**src/sv/fsk_dec_pkg.sv**
```systemverilog
// ============================================================================
// fsk_dec_pkg
// Shared types, constants and helper functions for the distance-coded FSK
// symbol decoder.
// ============================================================================
package fsk_dec_pkg;

    localparam int DIST_WIDTH = 12;
    localparam int CMP_W      = (DIST_WIDTH > 9) ? DIST_WIDTH : 9;

    localparam int APB_AW = 5;
    localparam int APB_DW = 64;

    localparam logic [1:0] REG_FREQ_DISTANCES = 2'd0;
    localparam logic [1:0] REG_SYNC_DISTANCE  = 2'd1;
    localparam logic [1:0] REG_TOLERANCE      = 2'd2;

    localparam logic [63:0] FREQ_DISTANCES_RST = 64'h2F2A_2621_1917_100C;
    localparam logic [7:0]  SYNC_DISTANCE_RST  = 8'd29;
    localparam logic [3:0]  TOLERANCE_RST      = 4'd1;

    localparam logic [3:0] CLASS_NONE = 4'd0;
    localparam logic [3:0] CLASS_SYNC = 4'd9;

    localparam logic [2:0] PHASE_WAIT_SYNC = 3'd0;
    localparam logic [2:0] PHASE_DIGIT_1   = 3'd1;
    localparam logic [2:0] PHASE_DIGIT_4   = 3'd4;

    typedef struct packed {
        logic [DIST_WIDTH-1:0] exact_distance;
        logic [DIST_WIDTH-1:0] approx_distance;
    } t_in_item;

    typedef struct packed {
        logic [6:0] char_code;
        logic       range_error;
    } t_out_item;

    // True when v lies in [c - tol, c + tol], with the lower bound held at zero.
    function automatic logic in_window(input logic [DIST_WIDTH-1:0] v,
                                       input logic [7:0] c,
                                       input logic [3:0] tol);
        logic [8:0] hi;
        logic [7:0] lo;
        logic       lo_neg;
        hi     = {1'b0, c} + {5'b0, tol};
        lo     = c - {4'b0, tol};
        lo_neg = (c < {4'b0, tol});
        return (lo_neg || (CMP_W'(v) >= CMP_W'(lo))) && (CMP_W'(v) <= CMP_W'(hi));
    endfunction

    function automatic logic dist_equal(input logic [DIST_WIDTH-1:0] v,
                                        input logic [7:0] c);
        return CMP_W'(v) == CMP_W'(c);
    endfunction

endpackage

```
**src/sv/fsk_distance_symbol_decoder.sv**
```systemverilog
// ============================================================================
// fsk_distance_symbol_decoder
// Sorts each frame's stripe distances into frequency classes, turns class
// changes into 2-bit digits and emits one 7-bit character per four digits.
// ============================================================================
// Usage:
// The input channel carries one frame's exact and approximate distance per
// transfer; the output channel carries a character and its range error flag,
// produced only when a fourth digit completes a symbol. Both channels use
// valid and stall; a transfer happens when valid is high and stall is low.
// An accepted item lands in an input register and is decoded from there
// into the result register once the output can take a new result. One item
// is taken every cycle unless the output is stalled while holding a result;
// the classifier and the symbol update sit in a single register-to-register path.
// When the output is stalled while holding a result, the item in the input
// register waits and the input channel is stalled until the result is taken;
// an empty input register can still take one more item.
// The APB port sets the class distances, the sync distance and the
// tolerance at byte addresses 0, 8 and 16; write it only while idle.
// Synchronous reset restores the register defaults, empties both registers
// and returns the decoder to waiting for the sync tone.
// ============================================================================
module fsk_distance_symbol_decoder (
    input  logic                          i_clk,
    input  logic                          i_rst_n,
    input  logic                          i_in_valid,
    output logic                          o_in_stall,
    input  fsk_dec_pkg::t_in_item         i_in_data,
    output logic                          o_out_valid,
    input  logic                          i_out_stall,
    output fsk_dec_pkg::t_out_item        o_out_data,
    input  logic                          psel,
    input  logic                          penable,
    input  logic                          pwrite,
    input  logic [fsk_dec_pkg::APB_AW-1:0] paddr,
    input  logic [fsk_dec_pkg::APB_DW-1:0] pwdata,
    output logic [fsk_dec_pkg::APB_DW-1:0] prdata,
    output logic                          pready
);
    import fsk_dec_pkg::*;

    logic [63:0] r_freq;
    logic [7:0]  r_sync;
    logic [3:0]  r_tol;

    logic        r_in_valid;
    t_in_item    r_in;
    logic        r_out_valid;
    t_out_item   r_out;

    logic [2:0]  r_phase, n_phase;
    logic [7:0]  r_acc,   n_acc;
    logic [3:0]  r_last,  n_last;

    logic        w_proc;
    logic        w_emit;
    logic        w_wr;
    logic [1:0]  w_reg_idx;
    logic [3:0]  w_class;
    logic [7:0]  w_sum;
    logic [2:0]  w_pos;
    logic [1:0]  w_digit;

    assign pready    = 1'b1;
    assign w_reg_idx = paddr[4:3];
    assign w_wr      = psel && penable && pwrite && pready;

    always_comb begin
        case (w_reg_idx)
            REG_FREQ_DISTANCES: prdata = r_freq;
            REG_SYNC_DISTANCE:  prdata = {56'b0, r_sync};
            REG_TOLERANCE:      prdata = {60'b0, r_tol};
            default:            prdata = '0;
        endcase
    end

    always_ff @(posedge i_clk) begin
        if (!i_rst_n) begin
            r_freq <= FREQ_DISTANCES_RST;
            r_sync <= SYNC_DISTANCE_RST;
            r_tol  <= TOLERANCE_RST;
        end else if (w_wr) begin
            unique case (w_reg_idx)
                REG_FREQ_DISTANCES: r_freq <= pwdata;
                REG_SYNC_DISTANCE:  r_sync <= pwdata[7:0];
                REG_TOLERANCE:      r_tol  <= pwdata[3:0];
                default:            ;
            endcase
        end
    end

    // Exact class matches win over the exact sync match, which wins over
    // the tolerance windows; anything left over counts as sync.
    always_comb begin
        logic found;
        found   = 1'b0;
        w_class = CLASS_SYNC;
        for (int k = 0; k < 8; k++) begin
            if (!found && dist_equal(r_in.exact_distance, r_freq[8*k +: 8])) begin
                found   = 1'b1;
                w_class = 4'(k + 1);
            end
        end
        if (!found && dist_equal(r_in.exact_distance, r_sync)) begin
            found   = 1'b1;
            w_class = CLASS_SYNC;
        end
        for (int k = 0; k < 8; k++) begin
            if (!found && in_window(r_in.approx_distance, r_freq[8*k +: 8], r_tol)) begin
                found   = 1'b1;
                w_class = 4'(k + 1);
            end
        end
    end

    assign w_pos   = ((r_phase >= PHASE_DIGIT_1) && (r_phase <= PHASE_DIGIT_4)) ?
                     r_phase : PHASE_DIGIT_1;
    assign w_digit = 2'(w_class - 4'd1);
    assign w_sum   = r_acc + (8'(w_digit) << (2 * (3'd4 - w_pos)));

    always_comb begin
        n_phase = r_phase;
        n_acc   = r_acc;
        n_last  = r_last;
        w_emit  = 1'b0;
        if (r_phase == PHASE_WAIT_SYNC) begin
            if (dist_equal(r_in.exact_distance, r_sync) ||
                in_window(r_in.approx_distance, r_sync, r_tol)) begin
                n_phase = PHASE_DIGIT_1;
            end
        end else if (w_class != r_last) begin
            n_last = w_class;
            if (w_class == CLASS_SYNC) begin
                n_phase = PHASE_DIGIT_1;
                n_acc   = '0;
            end else if (w_pos != PHASE_DIGIT_4) begin
                n_phase = w_pos + 3'd1;
                n_acc   = w_sum;
            end else begin
                n_phase = PHASE_DIGIT_1;
                n_acc   = '0;
                w_emit  = 1'b1;
            end
        end
    end

    assign w_proc     = r_in_valid && (!r_out_valid || !i_out_stall);
    assign o_in_stall = r_in_valid && !w_proc;

    always_ff @(posedge i_clk) begin
        if (!i_rst_n) begin
            r_in_valid  <= 1'b0;
            r_out_valid <= 1'b0;
            r_phase     <= PHASE_WAIT_SYNC;
            r_acc       <= '0;
            r_last      <= CLASS_NONE;
        end else begin
            if (!o_in_stall) begin
                r_in_valid <= i_in_valid;
            end
            if (w_proc) begin
                r_out_valid <= w_emit;
                r_phase     <= n_phase;
                r_acc       <= n_acc;
                r_last      <= n_last;
            end else if (r_out_valid && !i_out_stall) begin
                r_out_valid <= 1'b0;
            end
        end
    end

    always_ff @(posedge i_clk) begin
        if (i_in_valid && !o_in_stall) begin
            r_in <= i_in_data;
        end
        if (w_proc && w_emit) begin
            r_out.range_error <= w_sum[7];
            r_out.char_code   <= w_sum[7] ? 7'd0 : w_sum[6:0];
        end
    end

    assign o_out_valid = r_out_valid;
    assign o_out_data  = r_out;

endmodule

```
**config.mk**
```make
export PLATFORM = sky130hd
export DESIGN_NAME = fsk_distance_symbol_decoder
export DESIGN_NICKNAME = d
export VERILOG_FILES = /design/src/sv/fsk_dec_pkg.sv /design/src/sv/fsk_distance_symbol_decoder.sv
export SDC_FILE = /design/constraint.sdc
export NUM_CORES = 1
export LEC_CHECK = 0
export ABC_AREA = 1
export BUFFER_PORTS_ARGS = -buffer_cell sky130_fd_sc_hd__buf_2
export CORE_MARGIN = 2
export CORE_UTILIZATION = 40
export DETAILED_ROUTE_END_ITERATION = 8
export PLACE_DENSITY_LB_ADDON = 0.08
export SLEW_MARGIN = 20
export SYNTH_ARGS = -nofsm -noshare
export SYNTH_HDL_FRONTEND = slang
export SYNTH_SLANG_ARGS = --single-unit
```
**constraint.sdc**
```tcl
create_clock -name i_clk -period 8.2 [get_ports i_clk]
set_clock_uncertainty 0.1 [all_clocks]
set_input_delay 0.82 -clock i_clk [delete_from_list [all_inputs] [get_ports i_clk]]
set_output_delay 0.82 -clock i_clk [all_outputs]
set_load 0.005 [all_outputs]
```
==> metrics.txt, run 1 <==
port bufs=170; global route overflow=0; period utilization=between 80% and 90%; main flop type after synthesis=dfxtp_1; H-tree Lvls=4; hold_ws=between 0.3 and 0.4 ns; combinational share of power=between 20% and 30%; first-pass GRT wire length=74180 um; initial DRC count=between 1000 and 1500; area grow syn2layout=13.44%; hold_buf cts=0; # Max-Cap Violations=0; CTS tree=built; vias=13498; Bufs and invs on worst path=4; leakage=roughly 0.0076 uW; share of cells above drive strength 1=roughly 14%; Syn. warnings=0; Die ar.=around 0.036 mm2; Seq/Total Area, Yosys=between 20% and 30%; initial core utilization=roughly two fifths; Post-synth ARST share=0%; Final Hold Violating Endpoints=0; Clk Latency, worst-skew pair=between 0.4 and 0.5 ns; CP peak stage delay=between 0.7 and 0.8 ns; syn_area_per_cell=7.212 um2; Distinct cells, synth=55; clock power share=roughly 37%; Clock Tree Buf Depth=2; Hold Path Class=flop to flop; setup TNS=0 ns; final antenna-violating net count=0; top-count cell post-synth=nand2_1; CTS Buf Count=17; Net Count, Synth=about 2300; Total GRT Usage=27.19%; maximum vdd drop=around 0.00016 V; max-slew violations=0; Worst EP arrival=approximately 7.0 ns; overall routed net length=between 40000 and 50000 um; Int Power=~1300 uW; Peak Freq=between 100 and 150 MHz; DR DRC count=0; DP Wirelength=34910 um; highest-delay cell along the critical path=dfxtp_1; critical path startpoint category=flop; critical path fanouts, max=12; multi-input logic area=roughly 0.0097 mm2; EDFF count, synth=32; vias in the first global route=between 10000 and 15000; sequential share of power=between 30% and 40%; vias per cell=about 5.3; Inserted Diodes=0; Final Wtd Congestion=roughly 0.90; Resized Gates After CTS=0; Mapped Cells=~1900; Tot Pwr=just over 2000 uW; FF+latch count, synth=between 100 and 150; P_sw=roughly 720 uW; endpoints failing setup=0; Max-Slew Margin vs Limit=27.61%; most used cell, CP=nand2_1; post-route minimum period=between 6 and 7 ns; Worst-Margin Slew=1.086 ns; power per standard cell area=~130 mW/mm2; num ports=around 180; Final nets=around 2400; area leader, netlist=ha_1; Die Span Y=roughly 190 um; drt wl/cell=between 15 and 20 um; CTS sink cnt=approximately 130; TritonRoute pass-1 iters=5; commonest cells in the netlist=nand2_1, ha_1, inv_1; Die Wd=around 190 um; top post-synthesis cells by area=ha_1, dfxtp_1, nand2_1, edfxtp_1, inv_1; FF+latch area=between 0.002 and 0.003 mm2; CTS clk-pin slew, worst paths=roughly 0.06 ns; CP top delay family=simple AND/OR/NAND/NOR gates; RSZ-0062 raised after global routing=false; Synth top area share=a little over a fifth; Core Region=about 0.034 mm2; FP Rows=68; Critical Path RT=~8.5 ns; CTS root buf=clkbuf_16; Setup Buffers After CTS=0; Setup CP Type=flop to flop; sw frac=35.85%; Setup crit end kind=flop; status=completed; largest net degree at the start of global routing=93; initial antenna violation count=0; Synth Cell Area=0.01383 mm2; Filler cells=3596
worst min-delay path: stages, from the launching register on:
cell and delay (ns):
dfxtp_1 0.32, nor2_2 0.09, nor2_1 0.04
layout by cell type, fill, tap and decap left out, types with 21 or more instances in the layout:
cell type | synthesis | layout
o21ai_0 | 91 | 91
dfxtp_1 | 93 | 93
xor2_1 | 95 | 95
xnor2_1 | 30 | 30
nand2_1 | 344 | 344
ha_1 | 236 | 236
inv_1 | 232 | 231
nor2_1 | 210 | 209
buf_4 | 3 | 23
buf_2 | 6 | 170
a21oi_1 | 164 | 164
nand3_1 | 87 | 87
o211ai_1 | 33 | 33
edfxtp_1 | 32 | 32
nand4_1 | 34 | 34
nor3_1 | 21 | 21
metal layers:
metal	vias up	part of all wire, %	global-route usage, %
li1	6691	-	-
met4	0	2.7	9.362
met5	-	0	0
met1	6341	47	37.35
met3	78	5.6	3.579
met2	388	45	43.81
logic make-up (layout without fill, tap and decap cells):
kind of cell	after synthesis	count (layout)	synth area share, %
compound gates	350	350	14.46
simple gates	750	750	23.76
other cells	1	1	0.02712
xor+xnor	125	125	7.919
flops	125	125	20.42
fa+ha+maj	255	255	24.11
buf+inv	311	486	9.303
power by group through the flow:
stage | clock [uW] | sequential [uW] | combinational, uW
global route | 781 | 708 | 648
floorplan | 0 | 697 | 392
detailed placement | 0 | 719 | 560
global placement | 0 | 718 | 549
finish | 740 | 707 | 566
CTS | 756 | 706 | 564
final cells by class:
| cell class | instances | area share [%] |
|---|---|---|
| multi-input cells | 1481 | 62.00 |
| clock inverters | 11 | 0.6063 |
| well taps | 455 | 3.630 |
| clock buffers | 21 | 2.872 |
| repair buffers | 193 | 6.526 |
| flip-flops and latches | 125 | 18.00 |
| inverters | 261 | 6.366 |
worst paths after layout:
check	startpoint	to	slack (ns)	cells after the start
setup / recovery	r_tol[0]	r_acc[7]	1.48	38
hold / removal	r_acc[6]	r_acc[6]	0.40	2
setup reg to reg	r_tol[0]	r_acc[7]	1.48	38
hold reg to reg	r_acc[6]	r_acc[6]	0.40	2
registers in the layout, indices dropped and copies added, names as in the netlist:
register and cells:
r_acc 8, r_last 4, o_out_valid 1, r_phase 3, r_in 24, r_in_valid 1
r_sync 8, r_tol 4, r_freq 64, o_out_data 8
through the flow:
step                utilization, %  setup slack (ns)  std cells  instance area [um2]
floorplan                        -             1.910       1917                13830
global placement             44.15             1.666       2515                15140
CTS                          45.74             1.556       2547                15680
finish                       45.74             1.476       2547                15680
detailed placement           44.15             1.590       2515                15140
global route                 45.74            0.7960       2547                15680
Note: power is estimated with default switching activity, not from simulation.
==> run 2, diff against run 1 <==
==> constraint.sdc (replaced) <==
create_clock -name i_clk -period 6.35 [get_ports i_clk]
set_clock_uncertainty 0.1 [all_clocks]
set_input_delay 0.635 -clock i_clk [delete_from_list [all_inputs] [get_ports i_clk]]
set_output_delay 0.635 -clock i_clk [all_outputs]
set_load 0.005 [all_outputs]
==> run 2 against run 1 <==
Maximum frequency grew 14%. Largest power group unchanged. Highest routed layer unchanged. Cell count grew 0.67%. Utilization grew 0.64 points. Combinational power grew 32%.
==> metrics.txt, run 2 (synthesized netlist as in run 1, its figures left out) <==
status=completed; initial core utilization=40.32%; Die ar.=approximately 0.036 mm2; Die Span Y=about 190 um; reg2reg start=r_tol[2]; num ports=around 180; Setup crit end kind=flop; power per standard cell area=~170 mW/mm2; largest net degree at the start of global routing=66; Final Wtd Congestion=0.9215; Die Wd=around 190 um; Hold Path Class=input port to flop; TritonRoute pass-1 iters=5; commonest non-fill, non-tap cell in the layout=nand2_1; Final Hold Violating Endpoints=0; share of cells above drive strength 1=15.13%; Peak Freq=about 170 MHz; Worst EP arrival=6.01 ns; top flop regs=r_freq x64, r_in x24; Bufs and invs on worst path=5; port bufs=170; worst slack at placement=around 0.27 ns; Total GRT Usage=between 20% and 30%; CP peak stage delay=between 0.3 and 0.4 ns; initial antenna violation count=0; Critical Path RT=6.45 ns; FF+latch area=roughly 0.0028 mm2; vias per cell=5.328; multi-input logic area=a little under 0.01 mm2; critical path startpoint category=flop; Setup CP Type=flop to flop; DP Wirelength=roughly 36000 um; Critical Path Start=r_tol[2]; maximum vdd drop=between 0.00015 and 0.0002 V; vias in the first global route=about 13000; min-delay src=i_in_data[23]; max reg flops=64; Reg with most FFs=r_freq; initial DRC count=roughly 990; placed insts=around 2500; # Max-Cap Violations=0; setup TNS=0 ns; Finished Layout Cells=roughly 2600; vias=13660; endpoints failing setup=0; area grow syn2layout=15.02%; critical path fanouts, max=8; DR DRC count=0; CTS tree=built; final antenna-violating net count=0; reg-to-reg slack, setup=around 0.45 ns; Filler cells=between 3000 and 4000; highest-delay cell along the critical path=ha_1; CP top delay family=simple AND/OR/NAND/NOR gates; global route overflow=0; drt wl/cell=about 19 um; Final nets=roughly 2500; post-route minimum period=between 5 and 6 ns; most used cell, CP=nand2_1; period utilization=between 90% and 100%; Clk Latency, worst-skew pair=roughly 0.45 ns; leakage=0.007721 uW; overall routed net length=49060 um; final worst setup slack=0.4453 ns; CTS sink cnt=roughly 130; most frequent cells in the layout=nand2_1, ha_1, inv_1, nor2_1, buf_2; H-tree Lvls=4; CTS clk-pin slew, worst paths=0.07 ns; Clock Tree Buf Depth=2; Core Region=roughly 0.034 mm2; CTS root buf=clkbuf_16; Max-Slew Margin vs Limit=33.06%; Worst-Margin Slew=~1 ns; CTS Buf Count=17; FP Rows=68; max-slew violations=0; first-pass GRT wire length=between 70000 and 80000 um
## run 2: cell count changes in the layout (fill, tap and decap cells not counted), moves of 3 or more
cell	before	now
buf_4	23	37
clkbuf_1	3	7
o31ai_1	8	4
o31ai_2	0	3
## run 2: stage by stage
stage / utilization, % / hold WS, ns / area [um2] / total power (uW)
floorplan: - / 0.3720 / 13830 / 1405
global placement: 44.49 / 0.3836 / 15260 / 1649
global route: 46.37 / 0.2455 / 15900 / 2803
finish: 46.38 / 0.2557 / 15900 / 2651
detailed placement: 44.49 / 0.3886 / 15260 / 1661
CTS: 46.12 / 0.2400 / 15810 / 2658
## run 2: power breakdown
| group | total (uW) | internal [uW] | switching (uW) |
|---|---|---|---|
| registers | 916 | 849 | 67.5 |
| logic | 745 | 282 | 463 |
| clock network | 990 | 587 | 403 |
## run 2: cell type report
class / instances / area share (%)
multi-input combinational: 1481 / 61.57
sequential: 125 / 17.76
timing repair buffer: 209 / 7.293
inverter: 261 / 6.279
tap: 455 / 3.580
clock buffer: 25 / 2.927
clock inverter: 7 / 0.5743
antenna: 1 / 0.01574
## run 2: final timing paths
| kind | to | cells past startpoint |
|---|---|---|
| setup / recovery | o_out_data[4] | 33 |
| setup reg to reg | o_out_data[4] | 33 |
| hold / removal | r_in[23] | 1 |
| hold reg to reg | r_acc[6] | 2 |
## run 2: timing repair
item,in CTS,in global routing
resized for setup,0,19
endpoints found under the setup margin,0,11
hold endpoints to repair,0,0
hold buffers,0,0
setup buffers,0,2
## run 2: metal layers
metal | vias up | global-route usage, % | wire length (um)
met5 | - | 0 | 0
met4 | 0 | 9.362 | 1465
met3 | 83 | 3.763 | 3003
li1 | 6736 | - | -
met1 | 6384 | 37.01 | 22680
met2 | 457 | 44.72 | 21910
